### src/design/hcnt_pkg.sv
`default_nettype none

package hcnt_pkg;

	// field widths fixed by the interface
	localparam int PORT_ADDR_W = 16;
	localparam int HOPS_W      = 8;
	localparam int AGE_W       = 16;
	localparam int CFG_IDX_W   = 1;

	// defaults for the top-level parameters
	localparam int TABLE_ENTRIES_DEF = 16;
	localparam int ADDR_BITS_DEF     = 16;

	localparam logic [HOPS_W-1:0] HOPS_UNKNOWN  = 8'd255;
	localparam logic [AGE_W-1:0]  TIMEOUT_RESET = 16'd60;

	// configuration register indexes
	localparam logic [CFG_IDX_W-1:0] REG_NODE_IS_SINK  = 1'b0;
	localparam logic [CFG_IDX_W-1:0] REG_TIMEOUT_TICKS = 1'b1;

	typedef enum logic [1:0] {
		MODE_ANNOUNCE = 2'd0,
		MODE_FORWARD  = 2'd1,
		MODE_TICK     = 2'd2,
		MODE_REPORT   = 2'd3
	} mode_t;

	typedef enum logic [1:0] {
		ST_IDLE,
		ST_SCAN,
		ST_LAST,
		ST_FINISH
	} state_t;

	// sequencer to datapath
	typedef struct packed {
		logic rd_en;
		logic finish;
		logic busy;
	} ctrl_t;

endpackage

`default_nettype wire

### src/design/hcnt_ram.sv
`default_nettype none

module hcnt_ram #(
	parameter int WIDTH = 8,
	parameter int DEPTH = 16,
	localparam int AW = (DEPTH > 1) ? $clog2(DEPTH) : 1
) (
	input  wire logic             clk,
	input  wire logic             we,
	input  wire logic [AW-1:0]    waddr,
	input  wire logic [WIDTH-1:0] wdata,
	input  wire logic             re,
	input  wire logic [AW-1:0]    raddr,
	output logic      [WIDTH-1:0] rdata
);

	logic [WIDTH-1:0] mem [DEPTH];

	always_ff @(posedge clk) begin
		if (we) begin
			mem[waddr] <= wdata;
		end
		if (re) begin
			rdata <= mem[raddr];
		end
	end

endmodule

`default_nettype wire

### src/design/hcnt_ctrl.sv
`default_nettype none

module hcnt_ctrl
	import hcnt_pkg::*;
#(
	parameter int TABLE_ENTRIES = TABLE_ENTRIES_DEF,
	localparam int IDX_W = $clog2(TABLE_ENTRIES)
) (
	input  wire logic             clk,
	input  wire logic             arst_n,
	input  wire logic             start,
	output ctrl_t                 ctrl,
	output logic      [IDX_W-1:0] rd_idx
);

	localparam logic [IDX_W-1:0] LAST_IDX = IDX_W'(TABLE_ENTRIES - 1);

	state_t state_q, state_d;
	logic [IDX_W-1:0] idx_q;

	always_ff @(posedge clk or negedge arst_n) begin
		if (!arst_n) begin
			state_q <= ST_IDLE;
			idx_q   <= '0;
		end else begin
			state_q <= state_d;
			if (state_q == ST_SCAN) begin
				idx_q <= idx_q + 1'b1;
			end else begin
				idx_q <= '0;
			end
		end
	end

	always_comb begin
		state_d     = state_q;
		ctrl.rd_en  = 1'b0;
		ctrl.finish = 1'b0;
		ctrl.busy   = 1'b1;
		case (state_q)
			ST_IDLE: begin
				ctrl.busy = 1'b0;
				if (start) begin
					state_d = ST_SCAN;
				end
			end
			ST_SCAN: begin
				ctrl.rd_en = 1'b1;
				if (idx_q == LAST_IDX) begin
					state_d = ST_LAST;
				end
			end
			ST_LAST: begin
				state_d = ST_FINISH;
			end
			ST_FINISH: begin
				ctrl.finish = 1'b1;
				state_d     = ST_IDLE;
			end
			default: begin
				state_d = ST_IDLE;
			end
		endcase
	end

	assign rd_idx = idx_q;

endmodule

`default_nettype wire

### src/design/hop_count_neighbor_table_unit.sv
`default_nettype none
// a word accepted on start is scanned through every entry, then gives its result on done
// a new word is taken only once the block is idle again (busy low), since the
//   entry memory is scanned sequentially through its single read port
// done is a one-cycle strobe; the receiver cannot stall, so results are not buffered
// reset: arst_n clears the valid bits (table empty), the sequencer and the config
//   registers (not sink, timeout 60); entry memory contents are left as they are

module hop_count_neighbor_table_unit
	import hcnt_pkg::*;
#(
	parameter int TABLE_ENTRIES = TABLE_ENTRIES_DEF,
	parameter int ADDR_BITS     = ADDR_BITS_DEF
) (
	input  wire logic                   clk,
	input  wire logic                   arst_n,
	// command side
	input  wire logic                   start,
	output logic                        busy,
	input  wire logic [1:0]             mode,
	input  wire logic [PORT_ADDR_W-1:0] neighbor_addr,
	input  wire logic [HOPS_W-1:0]      hop_count,
	// result side
	output logic                        done,
	output logic                        announce,
	output logic      [HOPS_W-1:0]      announce_hops,
	output logic                        forward_found,
	output logic      [PORT_ADDR_W-1:0] next_hop_addr,
	output logic                        table_full,
	// configuration writes
	input  wire logic                   cfg_valid,
	output logic                        cfg_ready,
	input  wire logic [CFG_IDX_W-1:0]   cfg_index,
	input  wire logic [AGE_W-1:0]       cfg_data
);

	localparam int IDX_W  = $clog2(TABLE_ENTRIES);
	// stored address: the port address reduced to ADDR_BITS
	localparam int KEY_W  = (ADDR_BITS < PORT_ADDR_W) ? ADDR_BITS : PORT_ADDR_W;
	// memory word: {address, hops, age left}
	localparam int WORD_W = KEY_W + HOPS_W + AGE_W;

	ctrl_t            ctrl;
	logic [IDX_W-1:0] rd_idx;

	// config registers
	logic             sink_q;
	logic [AGE_W-1:0] timeout_q;

	// valid bits live in flops so reset empties the table at once
	logic [TABLE_ENTRIES-1:0] valid_q;

	// captured command word
	mode_t             mode_q;
	logic [KEY_W-1:0]  key_q;
	logic [HOPS_W-1:0] hin_q;

	// read pipeline tag, lines up with the registered memory read data
	logic             rd_vld_s1;
	logic [IDX_W-1:0] rd_idx_s1;

	// scan accumulators
	logic [HOPS_W-1:0] best_q;
	logic              match_found_q;
	logic [IDX_W-1:0]  match_idx_q;
	logic [HOPS_W-1:0] match_hops_q;
	logic              free_found_q;
	logic [IDX_W-1:0]  free_idx_q;
	logic [HOPS_W-1:0] fwd_best_q;
	logic              fwd_found_q;
	logic [KEY_W-1:0]  fwd_addr_q;

	// memory ports
	logic              mem_we;
	logic [IDX_W-1:0]  mem_waddr;
	logic [WORD_W-1:0] mem_wdata;
	logic [WORD_W-1:0] mem_rdata;

	logic              e_valid;
	logic [KEY_W-1:0]  e_addr;
	logic [HOPS_W-1:0] e_hops;
	logic [AGE_W-1:0]  e_age;

	logic              accept;
	logic              tick_wr;
	logic              tick_evict;
	logic              ins_wr;
	logic [HOPS_W-1:0] cur_best_p1;

	logic              res_announce;
	logic [HOPS_W-1:0] res_announce_hops;
	logic              res_forward_found;
	logic [KEY_W-1:0]  res_next_hop;
	logic              res_table_full;

	hcnt_ctrl #(
		.TABLE_ENTRIES(TABLE_ENTRIES)
	) u_ctrl (
		.clk   (clk),
		.arst_n(arst_n),
		.start (start),
		.ctrl  (ctrl),
		.rd_idx(rd_idx)
	);

	hcnt_ram #(
		.WIDTH(WORD_W),
		.DEPTH(TABLE_ENTRIES)
	) u_ram (
		.clk  (clk),
		.we   (mem_we),
		.waddr(mem_waddr),
		.wdata(mem_wdata),
		.re   (ctrl.rd_en),
		.raddr(rd_idx),
		.rdata(mem_rdata)
	);

	assign busy      = ctrl.busy;
	assign cfg_ready = ~ctrl.busy;
	assign accept    = start & ~ctrl.busy;

	// fields of the entry read last cycle
	assign e_valid = valid_q[rd_idx_s1];
	assign e_age   = mem_rdata[AGE_W-1:0];
	assign e_hops  = mem_rdata[AGE_W +: HOPS_W];
	assign e_addr  = mem_rdata[AGE_W+HOPS_W +: KEY_W];

	// best hops plus one before this word touched the table, saturating at unknown
	assign cur_best_p1 = (best_q == HOPS_UNKNOWN) ? HOPS_UNKNOWN : best_q + 1'b1;

	// tick: read-modify-write of each entry, written back in the cycle after its read
	assign tick_wr    = rd_vld_s1 && (mode_q == MODE_TICK) && e_valid && (e_age > AGE_W'(1));
	assign tick_evict = rd_vld_s1 && (mode_q == MODE_TICK) && e_valid && (e_age <= AGE_W'(1));

	// announcement: refresh the matching entry or fill the lowest free slot after the scan
	assign ins_wr = ctrl.finish && (mode_q == MODE_ANNOUNCE) && !sink_q &&
		(match_found_q || free_found_q);

	always_comb begin
		mem_we    = tick_wr | ins_wr;
		mem_waddr = rd_idx_s1;
		mem_wdata = {e_addr, e_hops, e_age - 1'b1};
		if (!tick_wr) begin
			if (match_found_q) begin
				mem_waddr = match_idx_q;
				mem_wdata = {key_q, (hin_q == HOPS_UNKNOWN) ? match_hops_q : hin_q, timeout_q};
			end else begin
				mem_waddr = free_idx_q;
				mem_wdata = {key_q, hin_q, timeout_q};
			end
		end
	end

	// result of the finished scan
	always_comb begin
		res_announce      = 1'b0;
		res_announce_hops = '0;
		res_forward_found = 1'b0;
		res_next_hop      = '0;
		res_table_full    = 1'b0;
		case (mode_q)
			MODE_ANNOUNCE: begin
				if (!sink_q) begin
					res_table_full = !match_found_q && !free_found_q;
					if (!res_table_full && (hin_q != HOPS_UNKNOWN) &&
						((cur_best_p1 == HOPS_UNKNOWN) || (hin_q < cur_best_p1))) begin
						res_announce      = 1'b1;
						res_announce_hops = hin_q + 1'b1;
					end
				end
			end
			MODE_FORWARD: begin
				res_forward_found = fwd_found_q;
				res_next_hop      = fwd_found_q ? fwd_addr_q : '0;
			end
			MODE_REPORT: begin
				res_announce      = 1'b1;
				res_announce_hops = sink_q ? '0 : cur_best_p1;
			end
			default: begin
				// tick gives an empty result
			end
		endcase
	end

	// control state
	always_ff @(posedge clk or negedge arst_n) begin
		if (!arst_n) begin
			sink_q    <= 1'b0;
			timeout_q <= TIMEOUT_RESET;
			valid_q   <= '0;
			rd_vld_s1 <= 1'b0;
			done      <= 1'b0;
		end else begin
			if (cfg_valid && cfg_ready) begin
				case (cfg_index)
					REG_NODE_IS_SINK:  sink_q    <= cfg_data[0];
					REG_TIMEOUT_TICKS: timeout_q <= cfg_data;
					default: begin
					end
				endcase
			end
			if (tick_evict) begin
				valid_q[rd_idx_s1] <= 1'b0;
			end
			if (ins_wr && !match_found_q) begin
				valid_q[free_idx_q] <= 1'b1;
			end
			rd_vld_s1 <= ctrl.rd_en;
			done      <= ctrl.finish;
		end
	end

	// datapath, no reset needed: command and flags load on accept, the rest before use
	always_ff @(posedge clk) begin
		rd_idx_s1 <= rd_idx;
		if (accept) begin
			mode_q        <= mode_t'(mode);
			key_q         <= neighbor_addr[KEY_W-1:0];
			hin_q         <= hop_count;
			best_q        <= HOPS_UNKNOWN;
			match_found_q <= 1'b0;
			free_found_q  <= 1'b0;
			fwd_best_q    <= HOPS_UNKNOWN;
			fwd_found_q   <= 1'b0;
		end else if (rd_vld_s1) begin
			if (e_valid && (e_hops < best_q)) begin
				best_q <= e_hops;
			end
			// first valid entry with this address
			if (e_valid && !match_found_q && (e_addr == key_q)) begin
				match_found_q <= 1'b1;
				match_idx_q   <= rd_idx_s1;
				match_hops_q  <= e_hops;
			end
			// lowest free slot
			if (!e_valid && !free_found_q) begin
				free_found_q <= 1'b1;
				free_idx_q   <= rd_idx_s1;
			end
			// strict compare keeps the lowest slot on ties
			if (e_valid && (e_addr != key_q) && (e_hops < fwd_best_q)) begin
				fwd_best_q  <= e_hops;
				fwd_found_q <= 1'b1;
				fwd_addr_q  <= e_addr;
			end
		end
		if (ctrl.finish) begin
			announce      <= res_announce;
			announce_hops <= res_announce_hops;
			forward_found <= res_forward_found;
			next_hop_addr <= PORT_ADDR_W'(res_next_hop);
			table_full    <= res_table_full;
		end
	end

endmodule

`default_nettype wire

### config.mk
export PLATFORM = sky130hd
export DESIGN_NAME = hop_count_neighbor_table_unit
export DESIGN_NICKNAME = d
export VERILOG_FILES = /design/src/design/hcnt_pkg.sv /design/src/design/hcnt_ram.sv /design/src/design/hcnt_ctrl.sv /design/src/design/hop_count_neighbor_table_unit.sv
export SDC_FILE = /design/constraint.sdc
export NUM_CORES = 1
export LEC_CHECK = 0
export BUFFER_PORTS_ARGS = -buffer_cell sky130_fd_sc_hd__clkbuf_2
export CORE_MARGIN = 2
export CORE_UTILIZATION = 45
export DETAILED_ROUTE_END_ITERATION = 6
export PLACE_DENSITY = 0.67
export SYNTH_ARGS = -nofsm -noshare
export SYNTH_HDL_FRONTEND = slang
export SYNTH_SLANG_ARGS = --single-unit
### constraint.sdc
create_clock -name clk -period 6.1 [get_ports clk]
set_input_delay 1.22 -clock clk [delete_from_list [all_inputs] [get_ports clk]]
set_output_delay 1.22 -clock clk [all_outputs]
set_load 0.005 [all_outputs]
==> impl.org, run 1 <==
** Routing
- Number of detailed-route iterations in the first pass :: 5
- After the first detailed-routing iteration, the DRC count stood at between 1,500 and 2,000.
- After detailed routing, the average wire length per cell comes to about 26 um.
- Vias per cell :: about 5.9
- Routed via count :: about 18,000
- Summed over all layers, the routed wires come to 79,000 um.
- For this run, design rule violations remaining after detail routing come to 0.
- Once detail routing completed, the nets flagged for antenna violations numbered 0.

** GRT
- The first global-routing pass estimated 117,000 um of wire.
- Vias in the first global route :: 18,300
- Global router's overall resource usage :: 20.5%
- The number of antenna violations at the first check in global routing is 1.
- Gr ovfl total :: 0
- Largest net degree at the start of global routing :: 59

** Yosys
- Cell type with the highest aggregate area in the netlist :: edfxtp_1
- Async S/R FF share, synth :: 4.95%
- Summing the sequential cell areas from Yosys gives 73.3% of the chip area.
- Synthesis inferred 829 register bits.
- The mapped netlist covers 33,400 um2.
- In this run, synthesis inferred 765 flip-flops with an integrated enable.
- Post-Syn Instances :: 1,946
- Synth warnings :: 0
- The number of nets in the synthesized netlist is 2,027.
- Sorting the synthesized cells by how often they occur yields 765 x edfxtp_1, 138 x mux2i_1, 106 x o21ai_0.
- After synthesis, the largest area contributor takes up slightly below 70% of total cell area.
- Cell types occupying the most area after synthesis :: edfxtp_1 69%, mux4_2 5.5%, mux2i_1 4.1%
- Average instance area after synthesis :: 17.2 um2
- The synthesized netlist contains 65 unique library cells.
- Most instantiated flip-flop cell in the synthesis netlist :: edfxtp_1
- Count leader, synth :: edfxtp_1

** Timing
- Final hold viol count :: 0
- The final critical path takes up 69.8% of the cycle.
- Crit path setup slack, layout :: 1840 ps
- Worst Skew :: between 20 and 25 ps
- Setup repair after global routing missed its margin :: false
- Adding up every negative setup slack in the final design gives 0 ps.
- Slew at the pin closest to its max-slew limit :: 1210 ps
- The smallest clock period supported by the final layout is computed as 4260 ps.
- Headroom to the max-slew limit came out at a little under a fifth.
- Setup violations remaining at the end of the flow were counted as 0.
- Number of pins exceeding their max-slew limit in the final report :: 0
- Maximum operating frequency :: 235 MHz

** Place
- Number of cells in the design after placement :: a little under 3,000
- HPWL Detailed :: 44,200 um
- The congestion estimate from routability-driven global placement came to 0.853.
- Post-Place Worst Slack :: 1910 ps
- Buffers added on ports :: 76

** Power
- Across the VDD grid, the largest voltage drop is 0.250 mV.
- Internal power comes to approximately 12 mW.
- Of the total power, registers draw a little under half.
- In this run switching power makes up 28.2% of total power.
- Of the total power, the clock network draws roughly a third.
- Net load switching power :: between 4 and 5 mW
- For this design the ratio of total power to cell area is between 400 and 500 nW/um2.
- Combinational cells account for 20.0% of the total power.
- The analysis attributes to cell leakage a power of 12.7 nW.

** Finish
- Fraction of final layout cells sized beyond drive strength 1 :: 20.3%
- Number of fill cells :: around 5,800
- Summing all multi-input logic gate instances after layout gives 8600 um2.
- Area growth from synthesis to layout :: 13.6%
- Leaving out filler cells and counting taps, the final layout contains just over 3,000.
- The repair_antennas step left the layout with diodes totalling 0.
- Across the whole layout, storage elements account for 24,500 um2.
- For this run, the post-layout net count is 2,129.

** Clock tree
- TritonCTS built the clock tree.
- Post-CTS Setup Inserts :: 0
- TritonCTS buffer count :: 84
- In this run the deepest clock path goes through 3 buffers.
- Clock latency on the worst-skew pair, taken at its later pin, is 640 ps.
- The clock tree synthesis step divided the H-tree into 3 levels.
- Hold repair after CTS inserted 0 buffers.
- Clock transition at path regs :: ~60 ps
- Post-CTS repair changed the size of 0 cells.
- The clock net in this run drives a total of 829 sinks.
- Cell at the root of the clock tree :: clkbuf_16

** Setup path
- Counting stages on the worst path, the most repeated cell is buf_4.
- Crit Path Category :: reg -> reg
- For the worst setup path, the data required time is approximately 6400 ps.
- The signal on the critical path passes through nand2b_1 -> o221ai_1 -> nor2_1 -> o21ai_4 -> buf_4 -> o31ai_4 -> buf_4.
- Of all nets on the critical path, the largest fanout is 28.
- In this design, the stage delay of the slowest critical-path cell is 950 ps.
- The worst setup path is launched from a flop.
- Critical Path Sink Type :: flop
- Arrival @ worst endpoint :: approximately 4500 ps
- For this design, the slowest cell found on the critical path is dfxtp_1.

** Floorplanning
- Number of ports placed on the die boundary :: 77
- The die covers 76,400 um2.
- After floorplanning, the core was sized to cover 73,200 um2.
- Die extent in x :: 276 um
- Die H :: approximately 280 um
- For this configuration, the core starts out at a cell density of a little under half.
- In this run the core area contains just under 100 standard-cell rows.

** Flow run
- Number of violations of the max-capacitance limit :: 0

** Worst hold path
- In this run the worst hold path is classified as reg -> reg.

** Outcome
- The flow ran to the end, and the final reports show no timing, DRC or antenna violations.
-- layout by cell type (no fill, tap or decap), types with 20 or more instances in the layout --
cell type and count:
edfxtp_1 765, mux2i_1 138, nand2_1 93, o21ai_0 92, clkbuf_16 85, mux4_2 81, mux2_2 78, clkbuf_2 76
nor2_1 64, a21oi_1 54, a221oi_1 40, a22oi_1 40, nand3_1 39, inv_1 36, buf_4 36, ha_1 33
dfrtp_1 33, xor2_1 27, dfxtp_1 23, and3_1 20
-- cell families (layout without fill, tap and decap cells) --
logic type | Yosys count | after routing | share of synthesized area, %
XOR/XNOR | 37 | 37 | 0.970
buffers and inverters | 136 | 304 | 1.79
adder cells (fa/ha/maj) | 34 | 34 | 1.27
flip-flops | 829 | 829 | 73.3
multiplexers | 298 | 298 | 12.3
AO/OA/AOI/OAI | 326 | 326 | 6.36
AND/OR/NAND/NOR | 286 | 286 | 4.09
-- power groups by stage --
stage	clock network, mW	registers (mW)	logic [mW]
after global placement	0	7.83	3.10
after CTS	5.30	7.73	3.24
after detailed placement	0	7.85	3.23
after global routing	5.51	7.79	3.55
after floorplan	0	7.52	2.40
final	5.22	7.73	3.24
-- worst max-delay path, delay by kind of cell, from the launching register on --
kind / cells / cell delay [ps]
compound gates: 3 / 1230
buf+inv: 2 / 970
flops: 1 / 950
simple gates: 2 / 690
-- area by class of cell --
type,count,share of cell area [%]
multi-input combinational,981,22.7
clock buffer,104,5.85
sequential,829,64.5
inverter,36,0.356
clock inverter,48,1.54
tap,959,3.16
timing repair buffer,116,1.89
-- layer usage --
metal  part of all wire [%]  vias up  track usage (%)
met5                      0        -                0
met4                    2.0        0             5.21
met3                    6.6      131             3.52
met2                     48      724             33.9
met1                     43     9441             28.4
li1                       -     7979                -
-- final timing paths --
kind | start | to | slack [ps] | cells after the start
max | rd_idx_s1[3] | u_ram.mem[5][4] | 1840 | 7
min | valid_q[15] | valid_q[15] | 500 | 1
max reg2reg | rd_idx_s1[3] | u_ram.mem[5][4] | 1840 | 7
min reg2reg | valid_q[15] | valid_q[15] | 500 | 1
max in group asynchronous | arst_n | timeout_q[1] | 4900 | 2
min in group asynchronous | arst_n | done | 670 | 2
-- registers in the layout, summed over array words and instances, names as in the netlist, 16 cells and up --
| signal | cells |
|---|---|
| fwd_addr_q | 16 |
| key_q | 16 |
| valid_q | 16 |
| u_ram.mem | 640 |
| u_ram.rdata | 40 |
| timeout_q | 16 |
| next_hop_addr | 16 |
-- through the flow --
stage | hold WS (ps) | power [mW] | area [um2] | utilization (%)
6_report | 504 | 16.2 | 37900 | 51.8
5_1_grt | 523 | 16.8 | 37900 | 51.8
4_1_cts | 499 | 16.3 | 37900 | 51.8
3_5_place_dp | 480 | 11.1 | 35100 | 48.0
3_3_place_gp | 479 | 10.9 | 35100 | 48.0
2_1_floorplan | 342 | 9.92 | 33400 | -
Power figures use the tool's default switching activity.
==> run 2: changes to the inputs <==
- ABC_AREA: unset -> 1
- PLACE_DENSITY: 0.67 -> 0.65
- clock period: 6.1 -> 4.35 ns (I/O delays scaled with it)
==> impl.org, run 2 <==
** Setup path
- Walking the worst path, the cells encountered are inv_1 -> ha_1 -> nand3_2 -> nor2_1 -> o21ai_2 -> nand3_2 -> o21ai_1 -> nand2_1 -> nor2_4 -> buf_12.
- Cell at the slowest stage of the critical path :: nor2_4
- The arrival time reported for the critical path endpoint is 3890 ps (-630 ps).
- Largest stage delay, worst path :: 600 ps (-350 ps)
- The worst path required time came to 4680 ps (-1680 ps).
- The largest fanout on the critical path was 18 (-36%).
- The worst setup path is launched from a flop.
- In this design, the largest share of critical-path delay is due to simple AND/OR/NAND/NOR gates.
- Critical Path Sink Type :: flop
- In this design, the critical path's most frequently occurring cell is nand3_2.
- The worst setup path is of the reg -> reg kind.
- Buffers plus inverters on the worst setup path :: 2 (unchanged)

** Yosys
- Synthesis-stage register bit count :: 829 (unchanged)
- Cell type with the highest aggregate area in the netlist :: edfxtp_1
- Number of enable flip-flop cells after synthesis :: 765 (unchanged)
- Area share of and/or/nand/nor cells after synthesis :: 11.5% (+7.4 points)
- Cell types occupying the most area after synthesis :: edfxtp_1 69%, nand2_1 5.5%, o21ai_0 4.2%
- The most common cell in the synthesized netlist is edfxtp_1.
- Multiplexer fraction of the synthesized cell area :: 0.507% (-12 points)
- The netlist area before placement was 33,300 um2 (-0.18%).
- The post-synth net total came to 2,719 (+34%).
- The adder and majority gate portion of the synthesized area came to 1.28% (+0.0022 points).
- The async set or reset register ratio after synthesis was 4.95% (unchanged).
- Compound-gate portion of the synthesized area :: 9.49% (+3.1 points)
- The share of synthesized area occupied by flip-flops and latches was 73.4% (+0.13 points).
- The warning count from the yosys run was 0 (unchanged).
- Combinational family with the most area after synthesis :: simple AND/OR/NAND/NOR gates
- Most instantiated flip-flop cell in the synthesis netlist :: edfxtp_1
- Area share of the largest cell type after synthesis :: 68.9% (+0.12 points)
- The area share of xor/xnor cells in the synthesized design came to 0.814% (-0.16 points).
- Top cells by count, synth :: 765 x edfxtp_1, 487 x nand2_1, 280 x o21ai_0
- Post-Syn Instances :: 2,638 (+36%)
- The per-instance average area after synthesis was 12.6 um2 (-26%).
- Netlist cell types :: 42 (-35%)

** Clock tree
- CTS tree :: yes
- Clock transition at path regs :: 60 ps (about the same)
- Clock latency on the worst-skew pair :: 660 ps (+20 ps)
- TritonCTS buffer count :: 85 (+1.2%)
- Num Clock Sinks :: 829 (unchanged)
- Number of hold-repair buffers added at the cts stage :: 0 (unchanged)
- # resized after CTS :: 0 (unchanged)
- The post-CTS setup buffer count is 0 (unchanged).
- Clk buf depth :: 3 (unchanged)
- # H-tree levels :: 3 (unchanged)
- Cell at the root of the clock tree :: clkbuf_16

** Place
- The number of port buffers is 76 (unchanged).
- HPWL Detailed :: 49,000 um (+11%)
- Last weighted congestion value of the routability-driven placer :: 0.875 (+2.5%)

** Routing
- Routed via count :: 21,800 (+19%)
- Number of DRC violations after detailed-routing iteration 0 :: 2,432 (+33%)
- The first-pass iteration count of the detailed router came to 6 (+1).
- The post-detailed-route wirelength per cell is 22.6 um (-12%).
- The post-detailed-routing wire length was 85,200 um (+7.9%).
- The ratio of routed vias to standard cells was 5.79 (-2.6%).
- DRC violations left :: 0 (unchanged)
- Antenna Nets Post-Route :: 0 (unchanged)

** Timing
- Worst Skew :: 34.9 ps (+11.2 ps)
- The final-report max-slew violation count was 0 (unchanged).
- Fin Setup TNS :: 0 ps (unchanged)
- Final setup fails :: 0 (unchanged)
- Setup repair after global routing missed its margin :: false
- The highest clock frequency the design can meet was 280 MHz (+19%).
- The worst slew margin relative to its limit was 12.8% (-6.1 points).
- Slew at the pin closest to its max-slew limit :: 1310 ps (+94.5 ps)
- The final clock period utilization by the worst path is 82.0% (+12 points).
- The minimum period implied by the final worst setup slack is 3570 ps (-693 ps).
- The hold violation count in the final report was 0 (unchanged).

** GRT
- The global-route usage over all layers was 22.1% (+1.5 points).
- The leftover overflow at the end of global routing was 0 (unchanged).
- Vias in the first global route :: 21,400 (+17%)
- The wire length of the first global-routing pass is 129,000 um (+10%).
- Antenna violations before repair :: 1 (unchanged)
- The largest net degree at the start of global routing was 216 (+270%).

** Floorplanning
- Core outline area :: 73,200 um2 (unchanged)
- Die area :: 76,300 um2 (-0.17%)
- The vertical extent of the die came to 276 um (about the same).
- The number of cell rows is 99 (unchanged).
- The I/O pin count came to 77 (unchanged).
- Initial cell density of the core :: 45.5% (-0.080 points)
- Die extent in x :: 276 um (about the same)

** Finish
- Leaving out fill and tap cells, the most frequent cells in the layout are 765 x edfxtp_1, 486 x nand2_1, 277 x o21ai_0.
- Flip-flop count of the largest register after layout :: 640 (unchanged)
- u_ram.mem holds more flip-flops than any other register.
- Area growth from synthesis to layout :: 14.0%
- Most common cell after layout, fill and taps aside :: edfxtp_1
- Fraction of final layout cells sized beyond drive strength 1 :: 12.3% (-8.0 points)
- Largest registers :: u_ram.mem: 640 flops, u_ram.rdata: 40 flops
- The final net count is 2,821 (+33%).

** Flow run
- The number of max-cap violations was 0 (unchanged).

** Power
- Power density over the cells :: 611 nW/um2 (+43%)
- The maximum vdd drop is 0.412 mV (+65%).
- The leakage dissipation is 13.7 nW (+7.5%).
- The overall power after layout is 23.2 mW (+43%).

** Worst hold path
- Worst Hold Class :: in -> async

** Outcome
- Run status :: finished, final reports clean
==> run 2: worst paths after layout <==
kind / from / end / slack, ps / cells past startpoint
max: u_ram.rdata[0] / u_ram.mem[1][6] / 780 / 10
min: arst_n / timeout_q[14] / 320 / 1
min in group clk: neighbor_addr[10] / key_q[10] / 400 / 1
min reg2reg: fwd_best_q[5] / fwd_best_q[5] / 460 / 2
max in group asynchronous: arst_n / timeout_q[4] / 3150 / 2
max reg2reg: u_ram.rdata[0] / u_ram.mem[1][6] / 780 / 10
==> run 2: cell families (layout without fill, tap and decap cells) <==
| logic type | after synthesis | in the layout |
|---|---|---|
| other cells | 0 | 2 |
| simple gates | 925 | 925 |
| flops | 829 | 829 |
| fa+ha+maj | 34 | 34 |
| xor+xnor | 31 | 31 |
| compound gates | 554 | 554 |
| buf+inv | 250 | 418 |
| mux | 15 | 15 |
==> run 2: layout make-up <==
type                    count  area (um2)
repair buffers            154        1090
clock buffers             102        2230
clock inverters            51         558
diodes                      2        5.00
well taps                 959        1200
multi-input cells        1559        8010
fillers                  6064       35200
inverters                 111         425
flip-flops and latches    829       24500
==> run 2: layer usage <==
metal	up-vias	GRT usage, %	wire length [um]	part of all wire (%)
met3	187	3.60	6720	7.9
met4	2	7.36	2410	2.8
li1	9816	-	-	-
met1	10800	30.8	35900	42
met2	980	35.5	40200	47
met5	-	0	10	0.012
==> run 2: power by group <==
group	leakage (nW)	internal, mW	total (mW)	switching [mW]
clock	1.34	4.22	7.29	3.07
combinational	4.68	1.52	5.32	3.80
sequential	7.64	10.0	10.6	0.559
==> run 2: worst reg2reg max path: stages (launching register included) <==
cell,delay (ps)
edfxtp_1,380
inv_1,80
ha_1,240
nand3_2,110
nor2_1,110
o21ai_2,420
nand3_2,410
o21ai_1,320
nand2_1,280
nor2_4,600
buf_12,270
==> run 2: stage by stage <==
step	std cells	util (%)	setup slack, ps	cell area [um2]	hold WS, ps
after global routing	3765	51.9	543	38000	375
final	3767	51.9	785	38000	316
after floorplan	2638	-	430	33300	366
after CTS	3765	51.9	822	38000	332
after detailed placement	3612	48.1	881	35200	442
after global placement	3611	48.1	874	35200	438
